`src/rtl/core/gctp_pkg.sv`:
```
package gctp_pkg;

	localparam int FREQ_W = 24;
	localparam int AMP_W = 8;
	localparam int SHAPE_W = 2;
	localparam int CHAR_W = 8;
	localparam int DIGIT_W = 4;
	localparam int APB_DATA_W = 32;
	localparam int APB_ADDR_W = 3;

	localparam logic [FREQ_W-1:0] MAX_FREQ_RESET = 24'd12500000;
	localparam logic [FREQ_W-1:0] FREQ_TOP = '1;
	localparam logic [AMP_W-1:0] AMP_TOP = '1;

	// register index of max_frequency, taken from paddr[2]
	localparam logic REG_MAX_FREQUENCY = 1'b0;

	localparam logic [CHAR_W-1:0] CHAR_ZERO = 8'h30;
	localparam logic [CHAR_W-1:0] CHAR_NINE = 8'h39;
	localparam logic [CHAR_W-1:0] CHAR_COLON = 8'h3A;
	localparam logic [CHAR_W-1:0] CHAR_SEMI = 8'h3B;
	localparam logic [CHAR_W-1:0] CHAR_BANG = 8'h21;

	localparam logic [SHAPE_W-1:0] SHAPE_SINE = 2'd0;
	localparam logic [DIGIT_W-1:0] SHAPE_LIMIT = 4'd3;

	typedef enum logic [1:0] {
		FIELD_FREQ  = 2'd0,
		FIELD_AMP   = 2'd1,
		FIELD_SHAPE = 2'd2,
		FIELD_DONE  = 2'd3
	} field_t;

	typedef struct packed {
		logic [FREQ_W-1:0]  frequency_hz;
		logic [AMP_W-1:0]   amplitude_level;
		logic [SHAPE_W-1:0] wave_shape;
		logic               frequency_taken;
		logic               amplitude_taken;
		logic               shape_taken;
	} result_t;

endpackage

```
`src/rtl/core/gctp_byte_if.sv`:
```
interface gctp_byte_if
	import gctp_pkg::*;
();
	logic              valid;
	logic              ready;
	logic [CHAR_W-1:0] rx_byte;

	modport source (output valid, output rx_byte, input ready);
	modport sink (input valid, input rx_byte, output ready);
endinterface

```
`src/rtl/core/gctp_result_if.sv`:
```
interface gctp_result_if
	import gctp_pkg::*;
();
	logic    valid;
	logic    ready;
	result_t data;

	modport source (output valid, output data, input ready);
	modport sink (input valid, input data, output ready);
endinterface

```
`src/rtl/core/generator_command_text_parser_unit.sv`:
```
// Command text parser for a signal generator. Feed it received characters one
// per beat on cmd_in; it assembles commands of the form freq:amp:shape; and on
// each ';' puts out one result beat on result holding the settings as they stand
// after that command, with a taken flag for each setting the command wrote.
// Bytes other than digits, ':', ';' and '!' are dropped; '!' discards a partial
// command. A beat can be accepted in every cycle unless cmd_in stalls: each
// character is held in the input register and parsed there, a digit by one
// multiply-by-ten-and-add, and a ';' moves on from the input register into the
// result register. cmd_in stalls only when a ';' waits in the input register
// while the result register still holds an untaken beat.
// max_frequency (reset 12500000) sits at APB byte address 0; write it only
// while the block is idle.
module generator_command_text_parser_unit
	import gctp_pkg::*;
(
	input  logic                  clk,
	input  logic                  arst_n,
	gctp_byte_if.sink             cmd_in,
	gctp_result_if.source         result,
	input  logic                  psel,
	input  logic                  penable,
	input  logic                  pwrite,
	input  logic [APB_ADDR_W-1:0] paddr,
	input  logic [APB_DATA_W-1:0] pwdata,
	output logic [APB_DATA_W-1:0] prdata,
	output logic                  pready
);

	// configuration
	logic [FREQ_W-1:0] max_freq_q;

	// input register
	logic              valid_s1;
	logic [CHAR_W-1:0] byte_s1;

	// parse state
	field_t             field_q;
	logic [FREQ_W-1:0]  freq_acc_q;
	logic               freq_ovf_q;
	logic [AMP_W-1:0]   amp_acc_q;
	logic               amp_ovf_q;
	logic               shape_seen_q;
	logic [DIGIT_W-1:0] shape_char_q;

	// settings
	logic [FREQ_W-1:0]  cur_freq_q;
	logic [AMP_W-1:0]   cur_amp_q;
	logic [SHAPE_W-1:0] cur_shape_q;

	// result register
	logic    res_valid_q;
	result_t res_q;

	// next-state wires
	field_t             field_d;
	logic [FREQ_W-1:0]  freq_acc_d;
	logic               freq_ovf_d;
	logic [AMP_W-1:0]   amp_acc_d;
	logic               amp_ovf_d;
	logic               shape_seen_d;
	logic [DIGIT_W-1:0] shape_char_d;
	logic [FREQ_W-1:0]  cur_freq_d;
	logic [AMP_W-1:0]   cur_amp_d;
	logic [SHAPE_W-1:0] cur_shape_d;
	result_t            res_d;

	logic               is_digit;
	logic               is_semi;
	logic [DIGIT_W-1:0] digit;
	logic [FREQ_W+3:0]  freq_mac;
	logic [AMP_W+3:0]   amp_mac;
	logic [DIGIT_W-1:0] shape_pick;
	logic               advance_s1;
	logic               cfg_write;

	// ---------------------------------------------------------------- APB
	assign pready    = 1'b1;
	assign cfg_write = psel && penable && pwrite;

	always_ff @(posedge clk or negedge arst_n) begin
		if (!arst_n) begin
			max_freq_q <= MAX_FREQ_RESET;
		end else if (cfg_write && paddr[2] == REG_MAX_FREQUENCY) begin
			max_freq_q <= pwdata[FREQ_W-1:0];
		end
	end

	always_comb begin
		prdata = '0;
		if (paddr[2] == REG_MAX_FREQUENCY) begin
			prdata = {{(APB_DATA_W-FREQ_W){1'b0}}, max_freq_q};
		end
	end

	// ---------------------------------------------------------- handshake
	// A ';' needs a free result register; every other character just retires.
	assign is_semi    = (byte_s1 == CHAR_SEMI);
	assign advance_s1 = valid_s1 && (!is_semi || !res_valid_q || result.ready);
	assign cmd_in.ready = !valid_s1 || advance_s1;

	always_ff @(posedge clk or negedge arst_n) begin
		if (!arst_n) begin
			valid_s1 <= 1'b0;
		end else if (cmd_in.ready) begin
			valid_s1 <= cmd_in.valid;
		end
	end

	always_ff @(posedge clk) begin
		if (cmd_in.ready && cmd_in.valid) begin
			byte_s1 <= cmd_in.rx_byte;
		end
	end

	// -------------------------------------------------------------- parse
	assign is_digit = (byte_s1 >= CHAR_ZERO) && (byte_s1 <= CHAR_NINE);
	assign digit    = DIGIT_W'(byte_s1 - CHAR_ZERO);

	// acc * 10 + digit as (acc << 3) + (acc << 1) + digit, four spare bits
	assign freq_mac = {1'b0, freq_acc_q, 3'b000} + {3'b000, freq_acc_q, 1'b0}
		+ {{FREQ_W{1'b0}}, digit};
	assign amp_mac = {1'b0, amp_acc_q, 3'b000} + {3'b000, amp_acc_q, 1'b0}
		+ {{AMP_W{1'b0}}, digit};

	// a missing shape field reads as sine
	assign shape_pick = shape_seen_q ? shape_char_q : {DIGIT_W{1'b0}};

	always_comb begin
		field_d      = field_q;
		freq_acc_d   = freq_acc_q;
		freq_ovf_d   = freq_ovf_q;
		amp_acc_d    = amp_acc_q;
		amp_ovf_d    = amp_ovf_q;
		shape_seen_d = shape_seen_q;
		shape_char_d = shape_char_q;
		cur_freq_d   = cur_freq_q;
		cur_amp_d    = cur_amp_q;
		cur_shape_d  = cur_shape_q;
		res_d        = '0;

		priority if (is_digit) begin
			unique case (field_q)
				FIELD_FREQ: begin
					// saturate once the value leaves 24 bits, and stay there
					if (freq_ovf_q || freq_mac[FREQ_W+3:FREQ_W] != 4'd0) begin
						freq_ovf_d = 1'b1;
						freq_acc_d = FREQ_TOP;
					end else begin
						freq_acc_d = freq_mac[FREQ_W-1:0];
					end
				end
				FIELD_AMP: begin
					if (amp_ovf_q || amp_mac[AMP_W+3:AMP_W] != 4'd0) begin
						amp_ovf_d = 1'b1;
						amp_acc_d = AMP_TOP;
					end else begin
						amp_acc_d = amp_mac[AMP_W-1:0];
					end
				end
				FIELD_SHAPE: begin
					// only the first shape character counts
					if (!shape_seen_q) begin
						shape_seen_d = 1'b1;
						shape_char_d = digit;
					end
					field_d = FIELD_DONE;
				end
				FIELD_DONE: begin
				end
				default: begin
				end
			endcase
		end else if (byte_s1 == CHAR_COLON) begin
			if (field_q != FIELD_DONE) begin
				field_d = field_t'(field_q + 2'd1);
			end
		end else if (byte_s1 == CHAR_BANG) begin
			field_d      = FIELD_FREQ;
			freq_acc_d   = '0;
			freq_ovf_d   = 1'b0;
			amp_acc_d    = '0;
			amp_ovf_d    = 1'b0;
			shape_seen_d = 1'b0;
			shape_char_d = '0;
		end else if (is_semi) begin
			// execute the command, then clear the parse state
			if (!freq_ovf_q && freq_acc_q != '0 && freq_acc_q <= max_freq_q) begin
				cur_freq_d            = freq_acc_q;
				res_d.frequency_taken = 1'b1;
			end
			if (!amp_ovf_q && amp_acc_q != '0) begin
				cur_amp_d             = amp_acc_q;
				res_d.amplitude_taken = 1'b1;
			end
			if (shape_pick < SHAPE_LIMIT) begin
				cur_shape_d       = shape_pick[SHAPE_W-1:0];
				res_d.shape_taken = 1'b1;
			end
			field_d      = FIELD_FREQ;
			freq_acc_d   = '0;
			freq_ovf_d   = 1'b0;
			amp_acc_d    = '0;
			amp_ovf_d    = 1'b0;
			shape_seen_d = 1'b0;
			shape_char_d = '0;
		end else begin
			// drop anything else
		end

		res_d.frequency_hz    = cur_freq_d;
		res_d.amplitude_level = cur_amp_d;
		res_d.wave_shape      = cur_shape_d;
	end

	always_ff @(posedge clk or negedge arst_n) begin
		if (!arst_n) begin
			field_q      <= FIELD_FREQ;
			freq_acc_q   <= '0;
			freq_ovf_q   <= 1'b0;
			amp_acc_q    <= '0;
			amp_ovf_q    <= 1'b0;
			shape_seen_q <= 1'b0;
			shape_char_q <= '0;
			cur_freq_q   <= '0;
			cur_amp_q    <= '0;
			cur_shape_q  <= SHAPE_SINE;
		end else if (advance_s1) begin
			field_q      <= field_d;
			freq_acc_q   <= freq_acc_d;
			freq_ovf_q   <= freq_ovf_d;
			amp_acc_q    <= amp_acc_d;
			amp_ovf_q    <= amp_ovf_d;
			shape_seen_q <= shape_seen_d;
			shape_char_q <= shape_char_d;
			cur_freq_q   <= cur_freq_d;
			cur_amp_q    <= cur_amp_d;
			cur_shape_q  <= cur_shape_d;
		end
	end

	// ----------------------------------------------------- result register
	// Load on a retiring ';', drop the beat once it is taken.
	always_ff @(posedge clk or negedge arst_n) begin
		if (!arst_n) begin
			res_valid_q <= 1'b0;
		end else if (advance_s1 && is_semi) begin
			res_valid_q <= 1'b1;
		end else if (result.ready) begin
			res_valid_q <= 1'b0;
		end
	end

	always_ff @(posedge clk) begin
		if (advance_s1 && is_semi) begin
			res_q <= res_d;
		end
	end

	assign result.valid = res_valid_q;
	assign result.data  = res_q;

endmodule

```
`src/flat_wrapper.sv`:
```
// flat-port wrapper written by rule: the top's interface ports become plain ports
module generator_command_text_parser_unit_flat import gctp_pkg::*;
  (clk, arst_n, psel, penable, pwrite, paddr, pwdata, prdata, pready, cmd_in_valid, cmd_in_rx_byte, cmd_in_ready, result_valid, result_data, result_ready);
  gctp_byte_if cmd_in_i ();
  gctp_result_if result_i ();
  input  logic clk;
  input  logic arst_n;
  input  logic psel;
  input  logic penable;
  input  logic pwrite;
  input  logic [APB_ADDR_W-1:0] paddr;
  input  logic [APB_DATA_W-1:0] pwdata;
  output logic [APB_DATA_W-1:0] prdata;
  output logic pready;
  input wire logic [$bits(cmd_in_i.valid)-1:0] cmd_in_valid;
  input wire logic [$bits(cmd_in_i.rx_byte)-1:0] cmd_in_rx_byte;
  output wire logic [$bits(cmd_in_i.ready)-1:0] cmd_in_ready;
  output wire logic [$bits(result_i.valid)-1:0] result_valid;
  output wire logic [$bits(result_i.data)-1:0] result_data;
  input wire logic [$bits(result_i.ready)-1:0] result_ready;
  assign cmd_in_i.valid = cmd_in_valid;
  assign cmd_in_i.rx_byte = cmd_in_rx_byte;
  assign cmd_in_ready = cmd_in_i.ready;
  assign result_valid = result_i.valid;
  assign result_data = result_i.data;
  assign result_i.ready = result_ready;
  generator_command_text_parser_unit u_core (.clk(clk), .arst_n(arst_n), .cmd_in(cmd_in_i), .result(result_i), .psel(psel), .penable(penable), .pwrite(pwrite), .paddr(paddr), .pwdata(pwdata), .prdata(prdata), .pready(pready));
endmodule
```
`config.mk`:
```
export PLATFORM = sky130hd
export DESIGN_NAME = generator_command_text_parser_unit_flat
export DESIGN_NICKNAME = d
export VERILOG_FILES = /design/src/rtl/core/gctp_pkg.sv /design/src/rtl/core/gctp_byte_if.sv /design/src/rtl/core/gctp_result_if.sv /design/src/rtl/core/generator_command_text_parser_unit.sv /design/src/flat_wrapper.sv
export SDC_FILE = /design/constraint.sdc
export NUM_CORES = 1
export LEC_CHECK = 0
export BUFFER_PORTS_ARGS = -buffer_cell sky130_fd_sc_hd__buf_2
export CORE_MARGIN = 4
export CORE_UTILIZATION = 63
export CTS_CLUSTER_SIZE = 24
export DETAILED_ROUTE_END_ITERATION = 8
export PLACE_DENSITY = 0.82
export SYNTH_ARGS = -nofsm -noshare
export SYNTH_HDL_FRONTEND = slang
export SYNTH_SLANG_ARGS = --single-unit
```
`constraint.sdc`:
```
create_clock -name clk -period 7.1 [get_ports clk]
set_clock_uncertainty 0.05 [all_clocks]
set_input_delay 0.71 -clock clk [delete_from_list [all_inputs] [get_ports clk]]
set_output_delay 0.71 -clock clk [all_outputs]
set_load 0.005 [all_outputs]
```
==> metrics.yaml, run 1 <==
outcome: "complete, no violations"
synth-edff-count: 45
r2r_end: "u_core.freq_acc_q[21]$_DFFE_PN0P_"
ir_drop_uv: 186.8
overflow: 0
start_util_pct: 64.04
syn_to_final_growth_pct: 13.09
clock_insertion_delay_worst_skew_ns: 0.42
drive_gt1_share_pct: 22.88
route.detailed.drc: 0
vias: 6823
final_util_pct: 72.42
yosys_warnings: 0
synth-async-reset-ratio_pct: 69.18
htree_levels: 4
grt_max_degree: 57
setup_violations: 0
clkSlewWorstSetupHoldPaths_ns: 0.06
root_buffer: "clkbuf_16"
dp_hpwl_um: 14290
finalCritPeriodShare_pct: 59.34
postCtsSetupRepairBufs: 0
clkSinkCount: 146
rows: 43
cts_tree: "built"
p_per_area_nw_per_um2: 203.3
antenna_found_initial: 0
rrSetupSlack_ns: 2.89
final-max-slew-violation-count: 0
setup-tns-final_ns: 0
worst_pin_slew_ns: 1.169
dp.cells: 1092
critical_path_class: "flop to flop"
netlist.area_leader.share_pct: 25.15
die_h_um: 126.6
fin_crit_ns: 4.213
first_pass_iters: 4
syn_inst: 838
grt_usage_pct: 27.03
clock_path_buffers: 2
yosysUniqueCellTypes: 68
p_leak_nw: 4.983
p_switching_uw: 499.9
dr.first_iter.drc_count: 490
synth.avg_cell_area_um2: 10.57
grt_pass1_wl_um: 34530
rr_worst_depth: 11
die_w_um: 126.6
design_area_um2: 10010
p_sw_share_pct: 24.55
crit_arrival_ns: 4.39
cp-start-kind: "flop"
cp.required_ns: 7.28
hold_viol: 0
p_total_mw: 2.036
yosysSeqAreaShare_pct: 43.97
nets: 1075
num_antenna_cells: 0
yosys-top-cells-area: "dfrtp_1 25%, edfxtp_1 15%, ha_1 13%"
ant_nets: 0
syn_area_um2: 8855
viasPerCell: 6.070
pin_count: 122
io_buffers: 102
numCtsBuffers: 17
max_cap_violations: 0
max-slew-margin-rel_pct: 21.91
final_common_cell: "buf_2"
r2r-start: "u_core.freq_acc_q[2]$_DFFE_PN0P_"
dieArea_um2: 16020
rsz0062_at_grt: "false"
ys.flop_type: "dfrtp_1"
cp_max_fo: 24
fmax_mhz: 237.3
ctsResizeCount: 0
ys_ff_latch: 146
intPower_mw: 1.536
routed_wl_um: 21040
core_um2: 13830
placed_cell_area_um2: 9434
end_kind: "flop"
first_global_vias: 6850
wl_per_cell_um: 18.72
hold_path_class: "primary input to asynchronous set/reset pin"
combPwrFrac_pct: 10.2
clockPowerShare_pct: 43.2
layout_common_cells: "101 x buf_2, 90 x nand2_1, 90 x ha_1, 89 x dfrtp_1, 78 x a21oi_1"
pwr-share-seq_pct: 46.6
final_cell_count_no_fill: 1124
cts_hold_buf: 0
synth_top_area_cell: "dfrtp_1"
place.gp.congestion: 0.8762
[layer usage]
metal  GRT usage [%]  part of all wire [%]  vias to the layer above
li1                -                     -                     3235
met1           36.41                    43                     3309
met2           44.08                    48                      239
met3           5.811                   6.1                       40
met4           8.644                   2.2                        0
met5               0                     0                        -
[how the worst max path moves through the flow]
| stage | slack, ns | start | to |
|---|---|---|---|
| global route | 2.62 | u_core.freq_acc_q[2]$_DFFE_PN0P_ | u_core.freq_acc_q[21]$_DFFE_PN0P_ |
| floorplan | 3.86 | result_ready | u_core.result.data[0]$_SDFFCE_PP0P_ |
| finish | 2.89 | u_core.freq_acc_q[2]$_DFFE_PN0P_ | u_core.freq_acc_q[21]$_DFFE_PN0P_ |
| global placement | 3.02 | u_core.byte_s1[3]$_DFFE_PP_ | u_core.freq_acc_q[22]$_DFFE_PN0P_ |
| detailed placement | 3.00 | u_core.byte_s1[3]$_DFFE_PP_ | u_core.freq_acc_q[22]$_DFFE_PN0P_ |
| CTS | 2.96 | u_core.freq_acc_q[2]$_DFFE_PN0P_ | u_core.freq_acc_q[22]$_DFFE_PN0P_ |
[critical path: stages, from the launching register on]
cell	delay (ns)
dfrtp_1	0.51
fa_1	0.58
inv_1	0.06
fa_1	0.46
nor2b_1	0.17
o2111ai_1	0.17
a21oi_1	0.34
o21ai_1	0.20
a32oi_1	0.27
o2111ai_1	0.16
nand2_1	0.80
a41oi_1	0.23
[synth_stat cells, types with 7 or more instances]
master	number
ha_1	90
xnor2_1	12
o21ai_0	46
buf_4	10
clkbuf_1	20
o21ai_1	7
nor4_1	9
inv_1	35
edfxtp_1	45
a21oi_1	78
a21o_1	13
nand4_1	10
xor2_1	11
nor2b_1	10
nand2_1	90
dfstp_2	12
mux2_1	20
nor2_1	50
dfrtp_1	89
a31oi_1	23
mux2_2	53
[sequential cells by signal, indices dropped and copies added, names as in the netlist]
signal	flops
u_core.amp_acc_q	8
u_core.amp_ovf_q	1
u_core.byte_s1	8
u_core.cur_amp_q	8
u_core.cur_freq_q	24
u_core.cur_shape_q	2
u_core.field_q	2
u_core.freq_acc_q	24
u_core.freq_ovf_q	1
u_core.max_freq_q	24
u_core.result.data	37
u_core.result.valid	1
u_core.shape_char_q	4
u_core.shape_seen_q	1
u_core.valid_s1	1
[stage by stage]
| step | hold WS (ns) | setup WS [ns] |
|---|---|---|
| final | 0.2356 | 2.887 |
| after floorplan | 0.3644 | 3.861 |
| after CTS | 0.2601 | 2.962 |
| after detailed placement | 0.4179 | 2.996 |
| after global placement | 0.4074 | 3.020 |
| after global routing | 0.2812 | 2.619 |
[power groups by stage]
stage               Clock [mW]  Combinational, mW  Sequential, mW
finish                   0.879              0.207           0.949
global route             0.927              0.237           0.955
CTS                      0.888              0.207           0.949
detailed placement           0              0.206           0.965
global placement             0              0.198           0.962
floorplan                    0              0.132           0.955
[cells by family (layout without fill, tap and decap cells)]
kind of cell / count (synthesis) / after routing / synth area share (%)
flip-flops: 146 / 146 / 43.97
other: 2 / 9 / 0.08481
multiplexers: 73 / 73 / 9.284
AND/OR/NAND/NOR: 214 / 214 / 11.94
XOR/XNOR: 23 / 23 / 2.275
AO/OA/AOI/OAI: 211 / 211 / 14.74
buffers and inverters: 75 / 174 / 4.084
adder cells (fa/ha/maj): 94 / 94 / 13.62
[final cells by class]
class | count | area [um2]
Fill cell | 964 | 3814
Inverter | 36 | 135.1
Multi-Input combinational cell | 624 | 4637
Tap cell | 180 | 225.2
Sequential cell | 146 | 3894
Clock buffer | 20 | 446.7
Timing Repair Buffer | 106 | 543.0
Clock inverter | 12 | 132.6
No activity file was read; power rests on OpenSTA's default activity.
==> run 2, diff against run 1 <==
Settings changed: CORE_UTILIZATION 63 to 53, PLACE_DENSITY 0.82 to 0.73.
Clock period 7.1 ns to 3.59 ns, I/O delays scaled along.
==> run 2 against run 1 <==
Net effect:
- routed wire length grew 0.16%
- worst setup slack got worse by 2.7 ns
- clock-buffer cell count is 1 lower
- via count about the same
- worst hold slack got worse by 0.18 ns
- register-to-register slack got worse by 2.7 ns
- global-route usage is 3.5 points lower
- first-iteration DRC count down 21%
- sequential power grew 98%
- largest power group is now clock
==> metrics.yaml, run 2 (synthesis results as in run 1) <==
outcome: "complete, no violations"  # unchanged
fin_crit_ns: 3.450  # was 4.213 ns
core_um2: 16120  # was 13,830 um2
numCtsBuffers: 17  # unchanged
cp-start-kind: "flop"  # unchanged
layout_common_cells: "101 x buf_2, 90 x nand2_1, 90 x ha_1, 89 x dfrtp_1, 76 x a21oi_1"  # was 101 x buf_2, 90 x nand2_1, 90 x ha_1, 89 x dfrtp_1, 78 x a21oi_1
rr_worst_depth: 12  # was 11
p_total_mw: 4.195  # was 2.036 mW
setup-tns-final_ns: 0  # unchanged
cp_max_fo: 20  # was 24
grt_usage_pct: 23.55  # was 27.03%
start_util_pct: 54.95  # was 64.04%
viasPerCell: 5.744  # was 6.070
clock_insertion_delay_worst_skew_ns: 0.43  # was 0.42 ns
dr.first_iter.drc_count: 389  # was 490
clkSinkCount: 146  # unchanged
nets: 1102  # was 1,075
htree_levels: 4  # unchanged
place.gp.congestion: 0.8817  # was 0.8762
setup_violations: 0  # unchanged
rows: 46  # was 43
hold_depth: 1
io_buffers: 102  # unchanged
num_antenna_cells: 0  # unchanged
fmax_mhz: 289.8  # was 237.3 MHz
syn_to_final_growth_pct: 17.39  # was 13.09%
finalCritPeriodShare_pct: 96.11  # was 59.34%
max_cap_violations: 0  # unchanged
routed_wl_um: 21070  # was 21,040 um
end_kind: "flop"  # unchanged
ant_nets: 0  # unchanged
dp_hpwl_um: 15200  # was 14,290 um
largest_reg_flops: 37  # unchanged
route.detailed.drc: 0  # unchanged
final_common_cell: "buf_2"  # unchanged
first_pass_iters: 5  # was 4
drive_gt1_share_pct: 25.54  # was 22.88%
cp.required_ns: 3.84  # was 7.28 ns
dieArea_um2: 18840  # was 16,020 um2
max-slew-margin-rel_pct: 28.60  # was 21.91%
hold_viol: 0  # unchanged
grt_max_degree: 58  # was 57
grt_pass1_wl_um: 34330  # was 34,530 um
die_w_um: 137.3  # was 126.6 um
overflow: 0  # unchanged
worst_pin_slew_ns: 1.071  # was 1.169 ns
die_h_um: 137.3  # was 126.6 um
critical_path_class: "flop to flop"  # unchanged
pin_count: 122  # unchanged
ir_drop_uv: 368.4  # was 186.8 uV
first_global_vias: 6640  # was 6,850
final-max-slew-violation-count: 0  # unchanged
clock_path_buffers: 2  # unchanged
antenna_found_initial: 0  # unchanged
cts_tree: "built"  # unchanged
p_leak_nw: 5.147  # was 4.983 nW
rsz0062_at_grt: "false"  # unchanged
clkSlewWorstSetupHoldPaths_ns: 0.06  # about the same
p_per_area_nw_per_um2: 403.6  # was 203.3 nW/um2
crit_arrival_ns: 3.70  # was 4.39 ns
num-fill-cells: 1286  # was 964
vias: 6818  # was 6,823
root_buffer: "clkbuf_16"  # unchanged
wl_per_cell_um: 17.75  # was 18.72 um
hold_path_class: "primary input to flop"  # was primary input to asynchronous set/reset pin
run 2: path summary, 6_finish.rpt:
path | end | start | slack [ns]
worst max-delay path | u_core.freq_acc_q[3]$_DFFE_PN0P_ | u_core.byte_s1[3]$_DFFE_PP_ | 0.14
worst min-delay path | u_core.byte_s1[4]$_DFFE_PP_ | cmd_in_rx_byte[4] | 0.06
worst max register to register | u_core.freq_acc_q[3]$_DFFE_PN0P_ | u_core.byte_s1[3]$_DFFE_PP_ | 0.14
worst min register to register | u_core.cur_amp_q[2]$_DFFE_PN0P_ | u_core.cur_amp_q[2]$_DFFE_PN0P_ | 0.43
max in group asynchronous | u_core.max_freq_q[5]$_DFFE_PN1P_ | arst_n | 2.25
min in group asynchronous | u_core.max_freq_q[2]$_DFFE_PN0P_ | arst_n | 0.48
run 2: metrics by stage:
step	instances	cell area [um2]	util [%]	hold slack [ns]	worst slack, ns
global placement	1153	9717	60.30	0.4091	0.1567
floorplan	845	8881	-	0.01341	0.3741
finish	1187	10400	64.50	0.05513	0.1396
CTS	1186	10360	64.29	0.04408	0.08782
global route	1187	10400	64.50	0.03846	0.006939
detailed placement	1153	9717	60.30	0.4137	0.1254
run 2: final cells by class:
class	instances	area (um2)	share of cell area (%)
Multi-Input combinational cell	624	4664	44.87
Sequential cell	146	3894	37.46
Tap cell	216	270.3	2.600
Inverter	36	135.1	1.300
Clock inverter	13	200.2	1.926
Clock buffer	19	432.9	4.165
Timing Repair Buffer	133	798.3	7.679
run 2: critical path, stage by stage, from the launching register on:
cell,delay [ns]
edfxtp_1,0.49
fa_1,0.58
inv_1,0.08
fa_1,0.45
nor2b_1,0.17
o2111ai_1,0.19
a21oi_2,0.23
o21ai_1,0.16
o21ai_2,0.21
xor2_2,0.12
nor3_4,0.27
buf_12,0.19
a41oi_1,0.11
run 2: what timing repair did:
item | 4_1_cts | 5_1_grt
hold endpoints to repair | 48 | 0
endpoints found under the setup margin | 0 | 33
hold buffers | 1 | 0
gates resized for setup | 0 | 6
setup buffers | 0 | 1
run 2: routing by layer:
metal,up-vias,GRT usage (%),share of wire (%)
li1,3304,-,-
met1,3286,32.39,46
met2,200,38.23,47
met3,28,4.785,5.1
met4,0,6.264,1.6
met5,-,0,0
run 2: power breakdown:
part / switching (mW) / leakage [nW] / total, mW / internal (mW)
Sequential: 0.0581 / 1.76 / 1.88 / 1.82
Combinational: 0.238 / 3.08 / 0.419 / 0.182
Clock: 0.722 / 0.305 / 1.90 / 1.18
==> run 3, diff against run 2 <==
Settings changed: CORE_UTILIZATION 53 to 63, PLACE_DENSITY 0.73 to 0.82.
Clock period 3.59 ns to 4.4 ns, I/O delays scaled along.
==> run 3 against run 2 <==
Net effect:
- non-clock buffer count decreased by 15
- fmax decreased by 9.7%
- die area decreased by 15%
- worst setup slack improved by 0.44 ns
- clock power decreased by 13%
- cell count decreased by 4.3%
- total power decreased by 16%
- critical endpoint is now u_core.freq_acc_q[20]$_DFFE_PN0P_
- largest cell class unchanged
- largest power group unchanged
- highest routed layer unchanged
==> metrics.yaml, run 3 (synthesis results as in run 1) <==
outcome: "complete, no violations"  # unchanged
pwr-share-seq_pct: 43.6  # was 44.7%
grt_pass1_wl_um: 35210  # was 34,330 um
ir_drop_uv: 351.9  # was 368.4 uV
first_global_vias: 6941  # was 6,640
htree_levels: 4  # unchanged
grt_max_degree: 68  # was 58
pin_count: 122  # unchanged
worst_pin_slew_ns: 1.084  # was 1.071 ns
clockPowerShare_pct: 46.8  # was 45.3%
p_sw_share_pct: 23.46  # was 24.27%
p_switching_uw: 825.9  # was 1.018 mW
root_buffer: "clkbuf_16"  # unchanged
die_w_um: 126.6  # was 137.3 um
max-slew-margin-rel_pct: 27.71  # was 28.60%
cp_max_fo: 9  # was 20
p_per_area_nw_per_um2: 345.5  # was 403.6 nW/um2
viasPerCell: 6.125  # was 5.744
hold_path_class: "primary input to asynchronous set/reset pin"  # was primary input to flop
finalCritPeriodShare_pct: 86.84  # was 96.11%
grt_usage_pct: 27.71  # was 23.55%
vias: 6958  # was 6,818
clock_insertion_delay_worst_skew_ns: 0.43  # about the same
critical_path_class: "flop to flop"  # unchanged
end_kind: "flop"  # unchanged
syn_to_final_growth_pct: 15.06  # was 17.39%
final_common_cell: "buf_2"  # unchanged
nets: 1087  # was 1,102
p_total_mw: 3.520  # was 4.195 mW
cp.required_ns: 4.65  # was 3.84 ns
combPwrFrac_pct: 9.6  # was 10.0%
route.detailed.drc: 0  # unchanged
final_util_pct: 73.69  # was 64.50%
start_util_pct: 64.04  # was 54.95%
dp_hpwl_um: 14890  # was 15,200 um
clkSlewWorstSetupHoldPaths_ns: 0.06  # about the same
drive_gt1_share_pct: 23.74  # was 25.54%
setup_ws_ns: 0.5789  # was 0.1396 ns
clkSinkCount: 146  # unchanged
rsz0062_at_grt: "false"  # unchanged
clock_path_buffers: 2  # unchanged
die_h_um: 126.6  # was 137.3 um
place.gp.congestion: 0.9125  # was 0.8817
ctsResizeCount: 0  # unchanged
dieArea_um2: 16020  # was 18,840 um2
cts_hold_buf: 0  # was 1
first_pass_iters: 5  # unchanged
crit_arrival_ns: 4.07  # was 3.70 ns
final_cell_count_no_fill: 1136  # was 1,187
overflow: 0  # unchanged
largest_reg_flops: 37  # unchanged
max_cap_violations: 0  # unchanged
final-max-slew-violation-count: 0  # unchanged
wl_per_cell_um: 19.10  # was 17.75 um
ant_nets: 0  # unchanged
routed_wl_um: 21700  # was 21,070 um
rows: 43  # was 46
core_um2: 13830  # was 16,120 um2
setup_violations: 0  # unchanged
num-fill-cells: 941  # was 1,286
num_antenna_cells: 0  # unchanged
dp.cells: 1104  # was 1,153
numCtsBuffers: 17  # unchanged
dr.first_iter.drc_count: 600  # was 389
postCtsSetupRepairBufs: 0  # unchanged
fin_crit_ns: 3.821  # was 3.450 ns
io_buffers: 102  # unchanged
antenna_found_initial: 0  # unchanged
p_leak_nw: 5.068  # was 5.147 nW
layout_common_cells: "101 x buf_2, 90 x nand2_1, 90 x ha_1, 89 x dfrtp_1, 78 x a21oi_1"  # was 101 x buf_2, 90 x nand2_1, 90 x ha_1, 89 x dfrtp_1, 76 x a21oi_1
cp-start-kind: "flop"  # unchanged
setup-tns-final_ns: 0  # unchanged
fmax_mhz: 261.7  # was 289.8 MHz
cts_tree: "built"  # unchanged
hold_viol: 0  # unchanged
intPower_mw: 2.694  # was 3.177 mW
place_ws_ns: 0.6569  # was 0.1254 ns
[run 3: power groups by stage]
| stage | clock network (mW) | logic (mW) | registers (mW) |
|---|---|---|---|
| detailed placement | 0 | 0.334 | 1.56 |
| floorplan | 0 | 0.213 | 1.54 |
| CTS | 1.65 | 0.339 | 1.53 |
| global placement | 0 | 0.321 | 1.55 |
| global route | 1.72 | 0.382 | 1.54 |
| finish | 1.65 | 0.338 | 1.53 |
[run 3: per-stage QoR]
step | hold WS (ns) | cell area, um2
2_1_floorplan | 0.09441 | 8881
3_3_place_gp | 0.4071 | 9524
3_5_place_dp | 0.4164 | 9524
4_1_cts | 0.1157 | 10190
5_1_grt | 0.1207 | 10190
6_report | 0.05832 | 10190
[run 3: critical path, cell delays in order, from the launching register on]
cell       delay, ns
dfrtp_1         0.47
fa_1            0.59
inv_1           0.07
fa_1            0.46
nor2b_1         0.17
o2111ai_1       0.16
a21oi_1         0.33
o21ai_1         0.21
a32oi_1         0.29
o2111ai_1       0.17
nand2_1         0.34
buf_4           0.25
a41oi_1         0.12
[run 3: worst paths after layout]
kind	startpoint	end	slack, ns	cells past startpoint
max	u_core.freq_acc_q[0]$_DFFE_PN0P_	u_core.freq_acc_q[20]$_DFFE_PN0P_	0.58	12
min	arst_n	u_core.cur_amp_q[3]$_DFFE_PN0P_	0.06	1
max reg2reg	u_core.freq_acc_q[0]$_DFFE_PN0P_	u_core.freq_acc_q[20]$_DFFE_PN0P_	0.58	12
min reg2reg	u_core.cur_amp_q[0]$_DFFE_PN0P_	u_core.cur_amp_q[0]$_DFFE_PN0P_	0.43	2
max in group asynchronous	arst_n	u_core.field_q[0]$_DFFE_PN0P_	3.23	2
min in group clk	cmd_in_rx_byte[6]	u_core.byte_s1[6]$_DFFE_PP_	0.14	1
[run 3: final cells by class]
type                            count  area, um2  share of cell area [%]
Multi-Input combinational cell    624       4637                   45.51
Sequential cell                   146       3894                   38.22
Timing Repair Buffer              118      633.1                   6.214
Clock buffer                       19      432.9                   4.249
Clock inverter                     13      231.5                   2.272
Tap cell                          180      225.2                   2.210
Inverter                           36      135.1                   1.326
[run 3: routing by layer]
layer  track usage (%)  routed length [um]  vias up
met4             9.085                 440        0
met3             6.611                1606       45
met2             45.08               10450      300
met5                 0                   0        -
li1                  -                   -     3256
met1             36.88                9203     3357
